===== src/rtl/assert_macros.svh =====
// Assertion macros used by the RTL of the indexed deque store.
// Each macro expects signals named clock and reset in the using scope.
`ifndef ASSERT_MACROS_SVH
`define ASSERT_MACROS_SVH

// Check that an expression holds on every cycle out of reset
`define CHK_ALWAYS(label, expr, msg) \
   label: assert property (@(posedge clock) disable iff (reset) (expr)) \
      else $error(msg);

// Check that a condition implies another in the same cycle
`define CHK_IMPLIES(label, ante, cons, msg) \
   label: assert property (@(posedge clock) disable iff (reset) (ante) |-> (cons)) \
      else $error(msg);

// Check that a condition implies another in the next cycle
`define CHK_NEXT(label, ante, cons, msg) \
   label: assert property (@(posedge clock) disable iff (reset) (ante) |=> (cons)) \
      else $error(msg);

`endif


===== src/rtl/idq_pkg.sv =====
// Shared types and constants for the indexed deque store.
// Used by idq_cell and indexed_deque_store; depends on nothing.
package idq_pkg;

   // default sizes
   localparam int DEPTH_DEF       = 128;
   localparam int ENTRY_WIDTH_DEF = 8;

   // fixed field widths of the channels
   localparam int CMD_W      = 3;
   localparam int POS_W      = 7;
   localparam int ENTRY_IO_W = 8;
   localparam int STATUS_W   = 2;
   localparam int COUNT_W    = 8;

   typedef enum logic [CMD_W-1:0] {
      CMD_APPEND  = 3'd0,
      CMD_PREPEND = 3'd1,
      CMD_READ    = 3'd2,
      CMD_REMOVE  = 3'd3,
      CMD_ROTATE  = 3'd4
   } cmd_type;

   typedef enum logic [STATUS_W-1:0] {
      STAT_OK    = 2'd0,
      STAT_FULL  = 2'd1,
      STAT_RANGE = 2'd2,
      STAT_FEW   = 2'd3
   } status_type;

   typedef enum logic {
      S_IDLE,
      S_SCAN
   } state_type;

   // per-cycle controls broadcast to every cell
   typedef struct packed {
      logic append_en;
      logic prepend_en;
      logic remove_en;
      logic rotate_en;
      logic lane_load;
      logic lane_shift;
   } cell_ctl_type;

endpackage


===== src/rtl/idq_cell.sv =====
// One storage cell of the deque chain: holds one entry and one read-lane word.
// Depends on idq_pkg for the control struct and the position width.
module idq_cell #(
   parameter int IDX         = 0,
   parameter int CW          = 8,
   parameter int ENTRY_WIDTH = idq_pkg::ENTRY_WIDTH_DEF
) (
   input  logic                          clock,
   input  idq_pkg::cell_ctl_type         ctl,
   input  logic [CW-1:0]                 occ,
   input  logic [idq_pkg::POS_W-1:0]     pos,
   input  logic [ENTRY_WIDTH-1:0]        word,
   input  logic [ENTRY_WIDTH-1:0]        left_data,
   input  logic [ENTRY_WIDTH-1:0]        right_data,
   input  logic [ENTRY_WIDTH-1:0]        front_data,
   input  logic [ENTRY_WIDTH-1:0]        right_lane,
   output logic [ENTRY_WIDTH-1:0]        data_out,
   output logic [ENTRY_WIDTH-1:0]        lane_out
);

   localparam int XW = (CW > idq_pkg::POS_W) ? CW : idq_pkg::POS_W;
   localparam int IW = (XW > 11) ? XW : 11;

   localparam logic [IW-1:0] IDX_C    = IW'(IDX);
   localparam logic [IW-1:0] IDX_P1_C = IW'(IDX + 1);

   logic [ENTRY_WIDTH-1:0] data_ff, data_in;
   logic [ENTRY_WIDTH-1:0] lane_ff, lane_in;
   logic [IW-1:0]          occ_x, pos_x;

   assign occ_x = IW'(occ);
   assign pos_x = IW'(pos);

   // pick the next entry from the neighbors per command
   always_comb begin
      data_in = data_ff;
      if (ctl.append_en) begin
         if (IDX_C == occ_x) data_in = word;
      end else if (ctl.prepend_en) begin
         data_in = (IDX == 0) ? word : left_data;
      end else if (ctl.remove_en) begin
         if (IDX_C >= pos_x) data_in = right_data;
      end else if (ctl.rotate_en) begin
         if (IDX_P1_C < occ_x) data_in = right_data;
         else if (IDX_P1_C == occ_x) data_in = front_data;
      end
   end

   // read lane: copy all entries, then march toward the head
   always_comb begin
      lane_in = lane_ff;
      if (ctl.lane_load) lane_in = data_ff;
      else if (ctl.lane_shift) lane_in = right_lane;
   end

   always_ff @(posedge clock) begin
      data_ff <= data_in;
      lane_ff <= lane_in;
   end

   assign data_out = data_ff;
   assign lane_out = lane_ff;

endmodule


===== src/rtl/indexed_deque_store.sv =====
// Indexed deque store: an ordered list of up to DEPTH words kept in a chain of cells.
// Commands arrive on req_* (command, position, entry_in); one result per command
// leaves on rsp_* (status, entry_out, count). Both use valid/ready handshakes.
// Append, insert at front and remove at index move each cell by at most one place,
// and rotate moves the head entry to the tail; the result is registered, and a
// new command is taken each cycle while the result register drains.
// Read at index copies the chain into a read lane and shifts it toward cell 0,
// one cell per cycle, and no command is taken during the shift or until the word
// is loaded into the result register. The lane shift sets the read rate.
// Refused commands (full, index out of range, too few to rotate) report status
// and leave the list unchanged; unused command codes report ok with no change.
// Reset empties the list (count 0) and drops any pending result; entry words
// need no clearing. When rsp_ready is low the result holds and req_ready falls
// until the result register can be reloaded.
// Depends on idq_pkg, idq_cell and assert_macros.svh.
`include "assert_macros.svh"

module indexed_deque_store #(
   parameter int DEPTH       = idq_pkg::DEPTH_DEF,
   parameter int ENTRY_WIDTH = idq_pkg::ENTRY_WIDTH_DEF
) (
   input  logic                            clock,
   input  logic                            reset,
   input  logic                            req_valid,
   output logic                            req_ready,
   input  logic [idq_pkg::CMD_W-1:0]       req_command,
   input  logic [idq_pkg::POS_W-1:0]       req_position,
   input  logic [idq_pkg::ENTRY_IO_W-1:0]  req_entry_in,
   output logic                            rsp_valid,
   input  logic                            rsp_ready,
   output logic [idq_pkg::STATUS_W-1:0]    rsp_status,
   output logic [idq_pkg::ENTRY_IO_W-1:0]  rsp_entry_out,
   output logic [idq_pkg::COUNT_W-1:0]     rsp_count
);

   localparam int CW = $clog2(DEPTH + 1);
   localparam int XW = (CW > idq_pkg::POS_W) ? CW : idq_pkg::POS_W;
   localparam logic [CW-1:0] DEPTH_C = CW'(DEPTH);
   localparam logic [CW-1:0] TWO_C   = CW'(2);
   localparam logic [CW-1:0] ONE_C   = CW'(1);

   // control state
   idq_pkg::state_type            state_ff, state_in;
   logic [CW-1:0]                 occ_ff, occ_in;
   logic [idq_pkg::POS_W-1:0]     cnt_ff, cnt_in;
   logic                          rsp_valid_ff, rsp_valid_in;
   logic [idq_pkg::STATUS_W-1:0]  rsp_status_ff, rsp_status_in;
   logic [idq_pkg::ENTRY_IO_W-1:0] rsp_entry_out_ff, rsp_entry_out_in;
   logic [idq_pkg::COUNT_W-1:0]   rsp_count_ff, rsp_count_in;

   idq_pkg::cell_ctl_type         ctl;
   idq_pkg::cmd_type              cmd;
   logic                          accept, out_free, is_full, pos_ok, too_few;
   logic [ENTRY_WIDTH-1:0]        word;

   logic [ENTRY_WIDTH-1:0] cell_data [DEPTH];
   logic [ENTRY_WIDTH-1:0] cell_lane [DEPTH];

   assign cmd      = idq_pkg::cmd_type'(req_command);
   assign word     = ENTRY_WIDTH'(req_entry_in);
   assign out_free = !rsp_valid_ff || rsp_ready;
   assign req_ready = (state_ff == idq_pkg::S_IDLE) && out_free;
   assign accept   = req_valid && req_ready;
   assign is_full  = (occ_ff == DEPTH_C);
   assign pos_ok   = XW'(req_position) < XW'(occ_ff);
   assign too_few  = (occ_ff < TWO_C);

   // decode the command, steer the cells and load the result register
   always_comb begin
      state_in         = state_ff;
      occ_in           = occ_ff;
      cnt_in           = cnt_ff;
      ctl              = '0;
      rsp_valid_in     = rsp_valid_ff && !rsp_ready;
      rsp_status_in    = rsp_status_ff;
      rsp_entry_out_in = rsp_entry_out_ff;
      rsp_count_in     = rsp_count_ff;
      unique case (state_ff)
         idq_pkg::S_IDLE: begin
            if (accept) begin
               rsp_valid_in     = 1'b1;
               rsp_status_in    = idq_pkg::STAT_OK;
               rsp_entry_out_in = '0;
               unique case (cmd)
                  idq_pkg::CMD_APPEND: begin
                     if (is_full) rsp_status_in = idq_pkg::STAT_FULL;
                     else begin
                        ctl.append_en = 1'b1;
                        occ_in        = occ_ff + ONE_C;
                     end
                  end
                  idq_pkg::CMD_PREPEND: begin
                     if (is_full) rsp_status_in = idq_pkg::STAT_FULL;
                     else begin
                        ctl.prepend_en = 1'b1;
                        occ_in         = occ_ff + ONE_C;
                     end
                  end
                  idq_pkg::CMD_READ: begin
                     if (!pos_ok) rsp_status_in = idq_pkg::STAT_RANGE;
                     else begin
                        // hold the result until the lane delivers the word
                        rsp_valid_in  = 1'b0;
                        ctl.lane_load = 1'b1;
                        cnt_in        = req_position;
                        state_in      = idq_pkg::S_SCAN;
                     end
                  end
                  idq_pkg::CMD_REMOVE: begin
                     if (!pos_ok) rsp_status_in = idq_pkg::STAT_RANGE;
                     else begin
                        ctl.remove_en = 1'b1;
                        occ_in        = occ_ff - ONE_C;
                     end
                  end
                  idq_pkg::CMD_ROTATE: begin
                     if (too_few) rsp_status_in = idq_pkg::STAT_FEW;
                     else ctl.rotate_en = 1'b1;
                  end
                  default: begin
                  end
               endcase
               rsp_count_in = idq_pkg::COUNT_W'(occ_in);
            end
         end
         idq_pkg::S_SCAN: begin
            if (cnt_ff != '0) begin
               ctl.lane_shift = 1'b1;
               cnt_in         = cnt_ff - 1'b1;
            end else if (out_free) begin
               rsp_valid_in     = 1'b1;
               rsp_status_in    = idq_pkg::STAT_OK;
               rsp_entry_out_in = idq_pkg::ENTRY_IO_W'(cell_lane[0]);
               rsp_count_in     = idq_pkg::COUNT_W'(occ_ff);
               state_in         = idq_pkg::S_IDLE;
            end
         end
         default: state_in = idq_pkg::S_IDLE;
      endcase
   end

   // advance control state
   always_ff @(posedge clock) begin
      if (reset) begin
         state_ff     <= idq_pkg::S_IDLE;
         occ_ff       <= '0;
         cnt_ff       <= '0;
         rsp_valid_ff <= 1'b0;
      end else begin
         state_ff     <= state_in;
         occ_ff       <= occ_in;
         cnt_ff       <= cnt_in;
         rsp_valid_ff <= rsp_valid_in;
      end
   end

   // hold result payload
   always_ff @(posedge clock) begin
      rsp_status_ff    <= rsp_status_in;
      rsp_entry_out_ff <= rsp_entry_out_in;
      rsp_count_ff     <= rsp_count_in;
   end

   // chain of cells, each wired to its left and right neighbor
   for (genvar i = 0; i < DEPTH; i++) begin : g_cell
      logic [ENTRY_WIDTH-1:0] left_d, right_d, right_l;
      if (i == 0) begin : g_head
         assign left_d = '0;
      end else begin : g_mid
         assign left_d = cell_data[i-1];
      end
      if (i == DEPTH - 1) begin : g_tail
         assign right_d = '0;
         assign right_l = '0;
      end else begin : g_body
         assign right_d = cell_data[i+1];
         assign right_l = cell_lane[i+1];
      end
      idq_cell #(
         .IDX         (i),
         .CW          (CW),
         .ENTRY_WIDTH (ENTRY_WIDTH)
      ) u_cell (
         .clock      (clock),
         .ctl        (ctl),
         .occ        (occ_ff),
         .pos        (req_position),
         .word       (word),
         .left_data  (left_d),
         .right_data (right_d),
         .front_data (cell_data[0]),
         .right_lane (right_l),
         .data_out   (cell_data[i]),
         .lane_out   (cell_lane[i])
      );
   end

   assign rsp_valid     = rsp_valid_ff;
   assign rsp_status    = rsp_status_ff;
   assign rsp_entry_out = rsp_entry_out_ff;
   assign rsp_count     = rsp_count_ff;

   `CHK_ALWAYS(a_occ_bound, occ_ff <= DEPTH_C, "occupancy beyond depth")
   `CHK_IMPLIES(a_count_match, rsp_valid_ff,
      rsp_count_ff == idq_pkg::COUNT_W'(occ_ff), "count mismatch")
   `CHK_IMPLIES(a_full_flag, rsp_valid_ff && (rsp_status_ff == idq_pkg::STAT_FULL),
      occ_ff == DEPTH_C, "full without full store")
   `CHK_NEXT(a_scan_count, (state_ff == idq_pkg::S_SCAN) && (cnt_ff != '0),
      cnt_ff == $past(cnt_ff) - 1'b1, "lane count slipped")

endmodule

===== config.mk =====
export PLATFORM = sky130hd
export DESIGN_NAME = indexed_deque_store
export DESIGN_NICKNAME = d
export VERILOG_FILES = /design/src/rtl/idq_pkg.sv /design/src/rtl/idq_cell.sv /design/src/rtl/indexed_deque_store.sv
export VERILOG_INCLUDE_DIRS = /design/src /design/src/rtl
export SDC_FILE = /design/constraint.sdc
export NUM_CORES = 2
export LEC_CHECK = 0
export BUFFER_PORTS_ARGS = -buffer_cell sky130_fd_sc_hd__buf_2
export CORE_ASPECT_RATIO = 0.6
export CORE_MARGIN = 2
export CORE_UTILIZATION = 54
export CTS_CLUSTER_SIZE = 10
export DETAILED_ROUTE_END_ITERATION = 8
export GPL_ROUTABILITY_DRIVEN = 1
export HOLD_SLACK_MARGIN = 0.03
export PLACE_DENSITY = 0.72
export SLEW_MARGIN = 15
export SYNTH_ARGS = -nofsm -noshare
export SYNTH_HDL_FRONTEND = slang
export SYNTH_SLANG_ARGS = --single-unit

===== constraint.sdc =====
create_clock -name clock -period 17.5 [get_ports clock]
set_clock_uncertainty 0.1 [all_clocks]
set_input_delay 3.5 -clock clock [delete_from_list [all_inputs] [get_ports clock]]
set_output_delay 3.5 -clock clock [all_outputs]
set_load 0.005 [all_outputs]

# --- Word-level counts from Yosys, hierarchy flattened ---
# Index checks and enable logic that the tools add are counted.
op_classes:
  mux: 1325
  magnitude_cmp: 258
  n_addsub: 3
  n_eq_ne: 395
  reduce_logical: 272
  bitwise: 1
ops:
  columns: ["operator", "n"]
  rows:
  - ["two-way mux 8 bit", 1287]
  - ["nonzero test 5 bit", 127]
  - ["AND reduction 4 bit", 129]
  - ["equality test 7 x 8 -> 1 bit, first input constant", 64]
  - ["less-than comparator 7 x 8 -> 1 bit, first input constant", 64]
  - ["!= test 4 x 1 -> 1 bit, second input constant", 128]
  - ["greater-or-equal comparator 7 bit, first input constant", 64]
  - ["!= test 2 x 1 -> 1 bit, second input constant", 131]
  - ["equality test 6 x 8 -> 1 bit, first input constant", 32]
  - ["less-than comparator 6 x 8 -> 1 bit, first input constant", 32]
  - ["greater-or-equal comparator 6 x 7 -> 1 bit, first input constant", 32]
  - ["equality test 5 x 8 -> 1 bit, first input constant", 16]
  - ["less-than comparator 5 x 8 -> 1 bit, first input constant", 16]
  - ["greater-or-equal comparator 5 x 7 -> 1 bit, first input constant", 16]
  - ["equality test 4 x 8 -> 1 bit, first input constant", 8]
  - ["less-than comparator 4 x 8 -> 1 bit, first input constant", 8]
  - ["greater-or-equal comparator 4 x 7 -> 1 bit, first input constant", 8]
  - ["one-hot mux 8 bit (2 select lines)", 3]
  - ["equality test 3 x 8 -> 1 bit, first input constant", 4]
  - ["less-than comparator 3 x 8 -> 1 bit, first input constant", 4]
  - ["greater-or-equal comparator 3 x 7 -> 1 bit, first input constant", 4]
  - ["two-way mux 7 bit", 4]
  - ["two-way mux 1 bit", 19]
  - ["equality test 2 x 8 -> 1 bit, first input constant", 2]
  - ["other kinds (35)", 52]
word_totals:
  reg_bits: 2083
  out_inout_bits: 20
  word_cells: 2517
  inputBits: 22

# --- Depth between registers and ports, before layout ---
logic_depth:
  word_depth: 10
  ltp_mapped: 15
  depth_no_buf: 9

# --- Least setup slack after synthesis ---
# OpenSTA, ideal clock, no wires.
synth_path:
  path_kind: "input -> register"
  startpoint: "in req_position[5] in the netlist's numbering"
  endpoint: "reg cnt_ff[0] in the netlist's numbering"
  path_buffers: 1
  setup_slack_ns: 0.341
  required_ns: 16.730
  setup_time_ns: 0.670
  arrival_ns: 16.389
  cell_stages: 8
  path_cell_list: "ha_1 -> a211oi_2 -> nor3_4 -> a2111oi_4 -> buf_2 -> nor2_1 -> inv_2 -> a221oi_1"
synth_between:
  elab_chain_cells: 3
synth_lines:
  columns: ["item", "line", "text"]
  rows:
  - ["from (decl)", "indexed_deque_store.sv:27", "input logic [idq_pkg::POS_W-1:0] req_position,"]
  - ["less-than comparator 7 x 8 -> 1 bit", "indexed_deque_store.sv:65", "assign pos_ok = XW'(req_position) < XW'(occ_ff);"]
  - ["!= test 2 bit (no line)", null, null]
  - ["AND reduction 4 bit (no line)", null, null]
  - ["to (signal assigned)", "indexed_deque_store.sv:152", "cnt_ff <= cnt_in;"]
  - ["to (decl)", "indexed_deque_store.sv:45", "logic [idq_pkg::POS_W-1:0] cnt_ff, cnt_in;"]
# Every way passes these cells.
# A chain may end at the register's enable or synchronous reset.

# --- Worst setup path in the final report ---
layout_path:
  startpoint: "in req_position[6] in the netlist's numbering"
  endpoint: "reg g_cell[102].u_cell.lane_ff[3], data pin"
layout_between:
  elab_chain_cells: 6
layout_lines:
  columns: ["item", "line", "text"]
  rows:
  - ["less-than comparator 7 x 8 -> 1 bit", "indexed_deque_store.sv:65", null]
  - ["two-way mux 1 bit", "indexed_deque_store.sv:100", "if (!pos_ok) rsp_status_in = idq_pkg::STAT_RANGE;"]
  - ["two-way mux 1 bit", "indexed_deque_store.sv:84", "unique case (cmd)"]
  - ["two-way mux 5 bit", "indexed_deque_store.sv:80", "if (accept) begin"]
  - ["two-way mux 5 bit", "indexed_deque_store.sv:78", "unique case (state_ff)"]
  - ["two-way mux 8 bit", "idq_cell.sv:52", "if (ctl.lane_load) lane_in = data_ff;"]
  - ["named net g_cell[102].u_cell.lane_in[3]", "idq_cell.sv:28", "logic [ENTRY_WIDTH-1:0] lane_ff, lane_in;"]
  - ["to (signal assigned)", "idq_cell.sv:58", "lane_ff <= lane_in;"]
  - ["to (decl)", "idq_cell.sv:28", null]
# The timed path passes the listed nets, and every way through them passes these cells.

==> run summary <==
## Outcome
* **status** finished, final reports clean

## Pwr
* **cell leakage power** 35.1 nW
* **maximum vdd ir drop** 81.7 uV
* **power density over the cells** 102 nW/um2

## Final layout
* **Area growth, synth to finish** 8.02%
* **area occupied by multi-input gates** 37900 um2
* **most used cells in the layout excluding fill and tap cells** 2066 x edfxtp_1, 1196 x a21oi_1, 692 x nand3_1
* **fraction of layout instances using a drive strength above 1** 17.3%
* **net count reported at finish** 7978
* **most common library cell in the layout ignoring fill and taps** edfxtp_1
* **layout filler cell count** 14900
* **area of all placed cells without fillers** 112000 um2
* **sequential standard cell area** 62400 um2
* **Layout Utilization** 58.8%

## Logic synthesis
* **top cells by area in the synthesized netlist** edfxtp_1 60%, mux2_2 7.1%, a21oi_1 5.8%
* **main combinational cell family by area after synthesis** compound AO/OA/AOI/OAI gates
* **cell type with the largest total area after synthesis** edfxtp_1
* **Syn Std Cell Area** 104000 um2
* **multiplexer share of the synthesized area** 14.3%
* **part of the Yosys area used for sequential elements** 60.1%
* **compound-cell area share of the yosys netlist** 14.8%
* **async set-or-reset flop fraction in the synthesized netlist** 0%
* **Synth top area share** 59.8%
* **adder and majority cell fraction of the synthesized area** 0.157%
* **nets in the synthesized netlist** 8277
* **Yosys reg bits** 2083
* **Post-Synthesis Cells** 8242
* **average cell area after synthesis** 12.6 um2
* **xor and xnor fraction of the mapped netlist area** 0.0169%
* **number of synthesized flops with an enable pin** 2066
* **distinct cell type count after synthesis** 98
* **synthesis warning total** 0
* **post-synthesis simple-gate area fraction** 6.66%
* **prevailing post-synth register cell** edfxtp_1

## Floorplan
* **Die H** 343 um
* **placeable core region** 191000 um2
* **Placement Rows** 124
* **starting density of the core** 54.4%
* **# IOs** 42
* **die area** 196000 um2
* **floorplan die width** 570 um

## Detailed routing
* **via count of the routed design** 77400
* **detailed-route vias per instance** 7.37
* **Final Routed Wirelength** 370000 um
* **initial drt markers** 15400
* **1st-pass router iterations** 7
* **remaining antenna violation count after routing** 0
* **DRC viols** 0
* **DR WL/cell** 35.2 um

## Job
* **count of maximum capacitance violations** 0

## STA
* **Setup-failing EPs final** 0
* **setup tns final** 0 ps
* **Period Utilization, post-route** 55.0%
* **Slew HR** 11.0%
* **final hold violations** 0
* **final count of pins violating max slew** 0
* **Fin Hold WS** 378 ps
* **Setup WS post-layout** 7880 ps
* **Worst Tran Pin Value** 1330 ps
* **fmax** 104 MHz
* **unrepaired setup endpoints after global routing** no
* **time the final worst path needs with I/O delays and setup** 9620 ps

## Placed design
* **estimated wirelength of the detail-placed design** 239000 um
* **Final GP Congestion** 1.12
* **Placed Area** 106000 um2
* **buffers added on ports** 41
* **dpl ws** 7150 ps

## Clock tree
* **clock-pin slew on the worst setup and hold paths** 60 ps
* **maximum clock path buffer count** 4
* **CTS Buf Count** 235
* **CTS tree** done
* **number of setup buffers added after CTS** 0
* **root buffer cell** clkbuf_16
* **hold buffer count at CTS** 0
* **count of clock tree sinks** 2083
* **H-tree depth** 4
* **clock insertion delay at the later pin of the skew report** 930 ps
* **count of instances resized after the clock tree is built** 0

## Critical path
* **critical path type** in2reg
* **Slowest cell on crit path** buf_4
* **Worst Path Max Fanout** 184
* **cell seen most often among critical-path stages** buf_4
* **crit end category** flop
* **kind of start point of the critical path** input port
* **Arrival @ worst endpoint** 10100 ps
* **required time worst endpoint** 17980 ps
* **worst-path cell chain** buf_2 -> ha_1 -> and4b_1 -> a2111oi_4 -> buf_4 -> buf_12 -> buf_12 -> buf_4 -> buf_4 -> mux2_2
* **max incr delay on CP** 890 ps

## Global route
* **first-pass GRT wire length** 527000 um
* **number of global-route vias before repair** 72000
* **antenna violations before repair** 19
* **total routing resource utilization after global routing** 36.9%
* **global route total overflow** 0
* **largest net degree at the start of global routing** 219

## Worst hold path
* **Hold Path Class** reg2reg

==> synth_stat cells (7+ instances only) <==
library cell and number:
buf_4 28, a21oi_1 1204, and3_1 15, buf_1 28, nand2_2 19, or2_2 9
a221o_1 9, mux2_1 360, nor3_1 83, o32ai_1 11, nand2_1 184, o31ai_1 8
a2111oi_2 10, nor2b_1 17, o21ai_0 394, buf_6 16, o21ai_1 86, nor2_1 189
ha_1 13, nor2_4 9, a31oi_1 28, a311oi_1 7, clkbuf_1 297, or3_1 15
edfxtp_1 2066, dfxtp_1 17, inv_1 17, nand3_1 692, mux2_2 657, nor4_1 38
mux2i_1 338, a211oi_1 40, o221ai_1 33, o211ai_1 645, and2_1 31, a2111oi_0 8
buf_2 464, nand2b_1 15, a21o_1 7, a221oi_1 9
==> power breakdown <==
part,total [mW],internal (mW),switching [mW]
logic,1.30,0.395,0.903
registers,5.78,5.69,0.0971
clock network,4.32,2.40,1.92
total,11.4,8.48,2.92
==> state kept, by name, indices dropped and copies added, names as in the netlist <==
signal                  flops
rsp_status                  2
g_cell.u_cell.data_out   1024
occ_ff                      8
state_ff                    1
rsp_count                   8
g_cell.u_cell.lane_out   1024
cnt_ff                      7
rsp_entry_out               8
rsp_valid                   1
==> layer usage <==
layer	vias to the layer above	global-route usage, %	wire length [um]
met4	16	9.98	10800
met2	6732	44.6	136000
met3	746	17.3	67300
li1	31600	-	-
met1	38400	57.6	155000
met5	-	0.475	299
==> stage by stage <==
stage,std cells,power [mW]
3_3_place_gp,10200,7.06
4_1_cts,10500,11.3
5_1_grt,10500,11.7
3_5_place_dp,10200,7.11
2_1_floorplan,8242,6.67
6_report,10500,11.4
==> kinds of logic after synthesis <==
kind of cell / after synthesis
compound gates: 2566
fa+ha+maj: 13
buf+inv: 854
xor+xnor: 2
mux: 1355
flops: 2083
simple gates: 1369
==> worst paths after layout <==
path / startpoint / to / slack [ps] / cells after the start
worst max register to register: occ_ff[4] / g_cell[102].u_cell.lane_out[3] / 9840 / 12
worst max-delay path: req_position[6] / g_cell[102].u_cell.lane_out[3] / 7880 / 10
worst min register to register: g_cell[9].u_cell.lane_out[2] / g_cell[8].u_cell.lane_out[2] / 380 / 1
worst min-delay path: g_cell[9].u_cell.lane_out[2] / g_cell[8].u_cell.lane_out[2] / 380 / 1
==> worst max-delay path, delay by kind of cell <==
family | cells | cell delay, ps
fa+ha+maj | 1 | 380
compound gates | 1 | 430
mux | 1 | 420
buf+inv | 6 | 4290
simple gates | 1 | 360
==> cell type report <==
class / instances / share of cell area, %
Tap cell: 2520 / 2.81
Clock buffer: 262 / 5.38
Timing Repair Buffer: 299 / 2.08
Antenna cell: 13 / 0.0290
Multi-Input combinational cell: 5305 / 33.8
Inverter: 19 / 0.0703
Sequential cell: 2083 / 55.7
Clock inverter: 8 / 0.127
(Power assumes the default switching activity.)
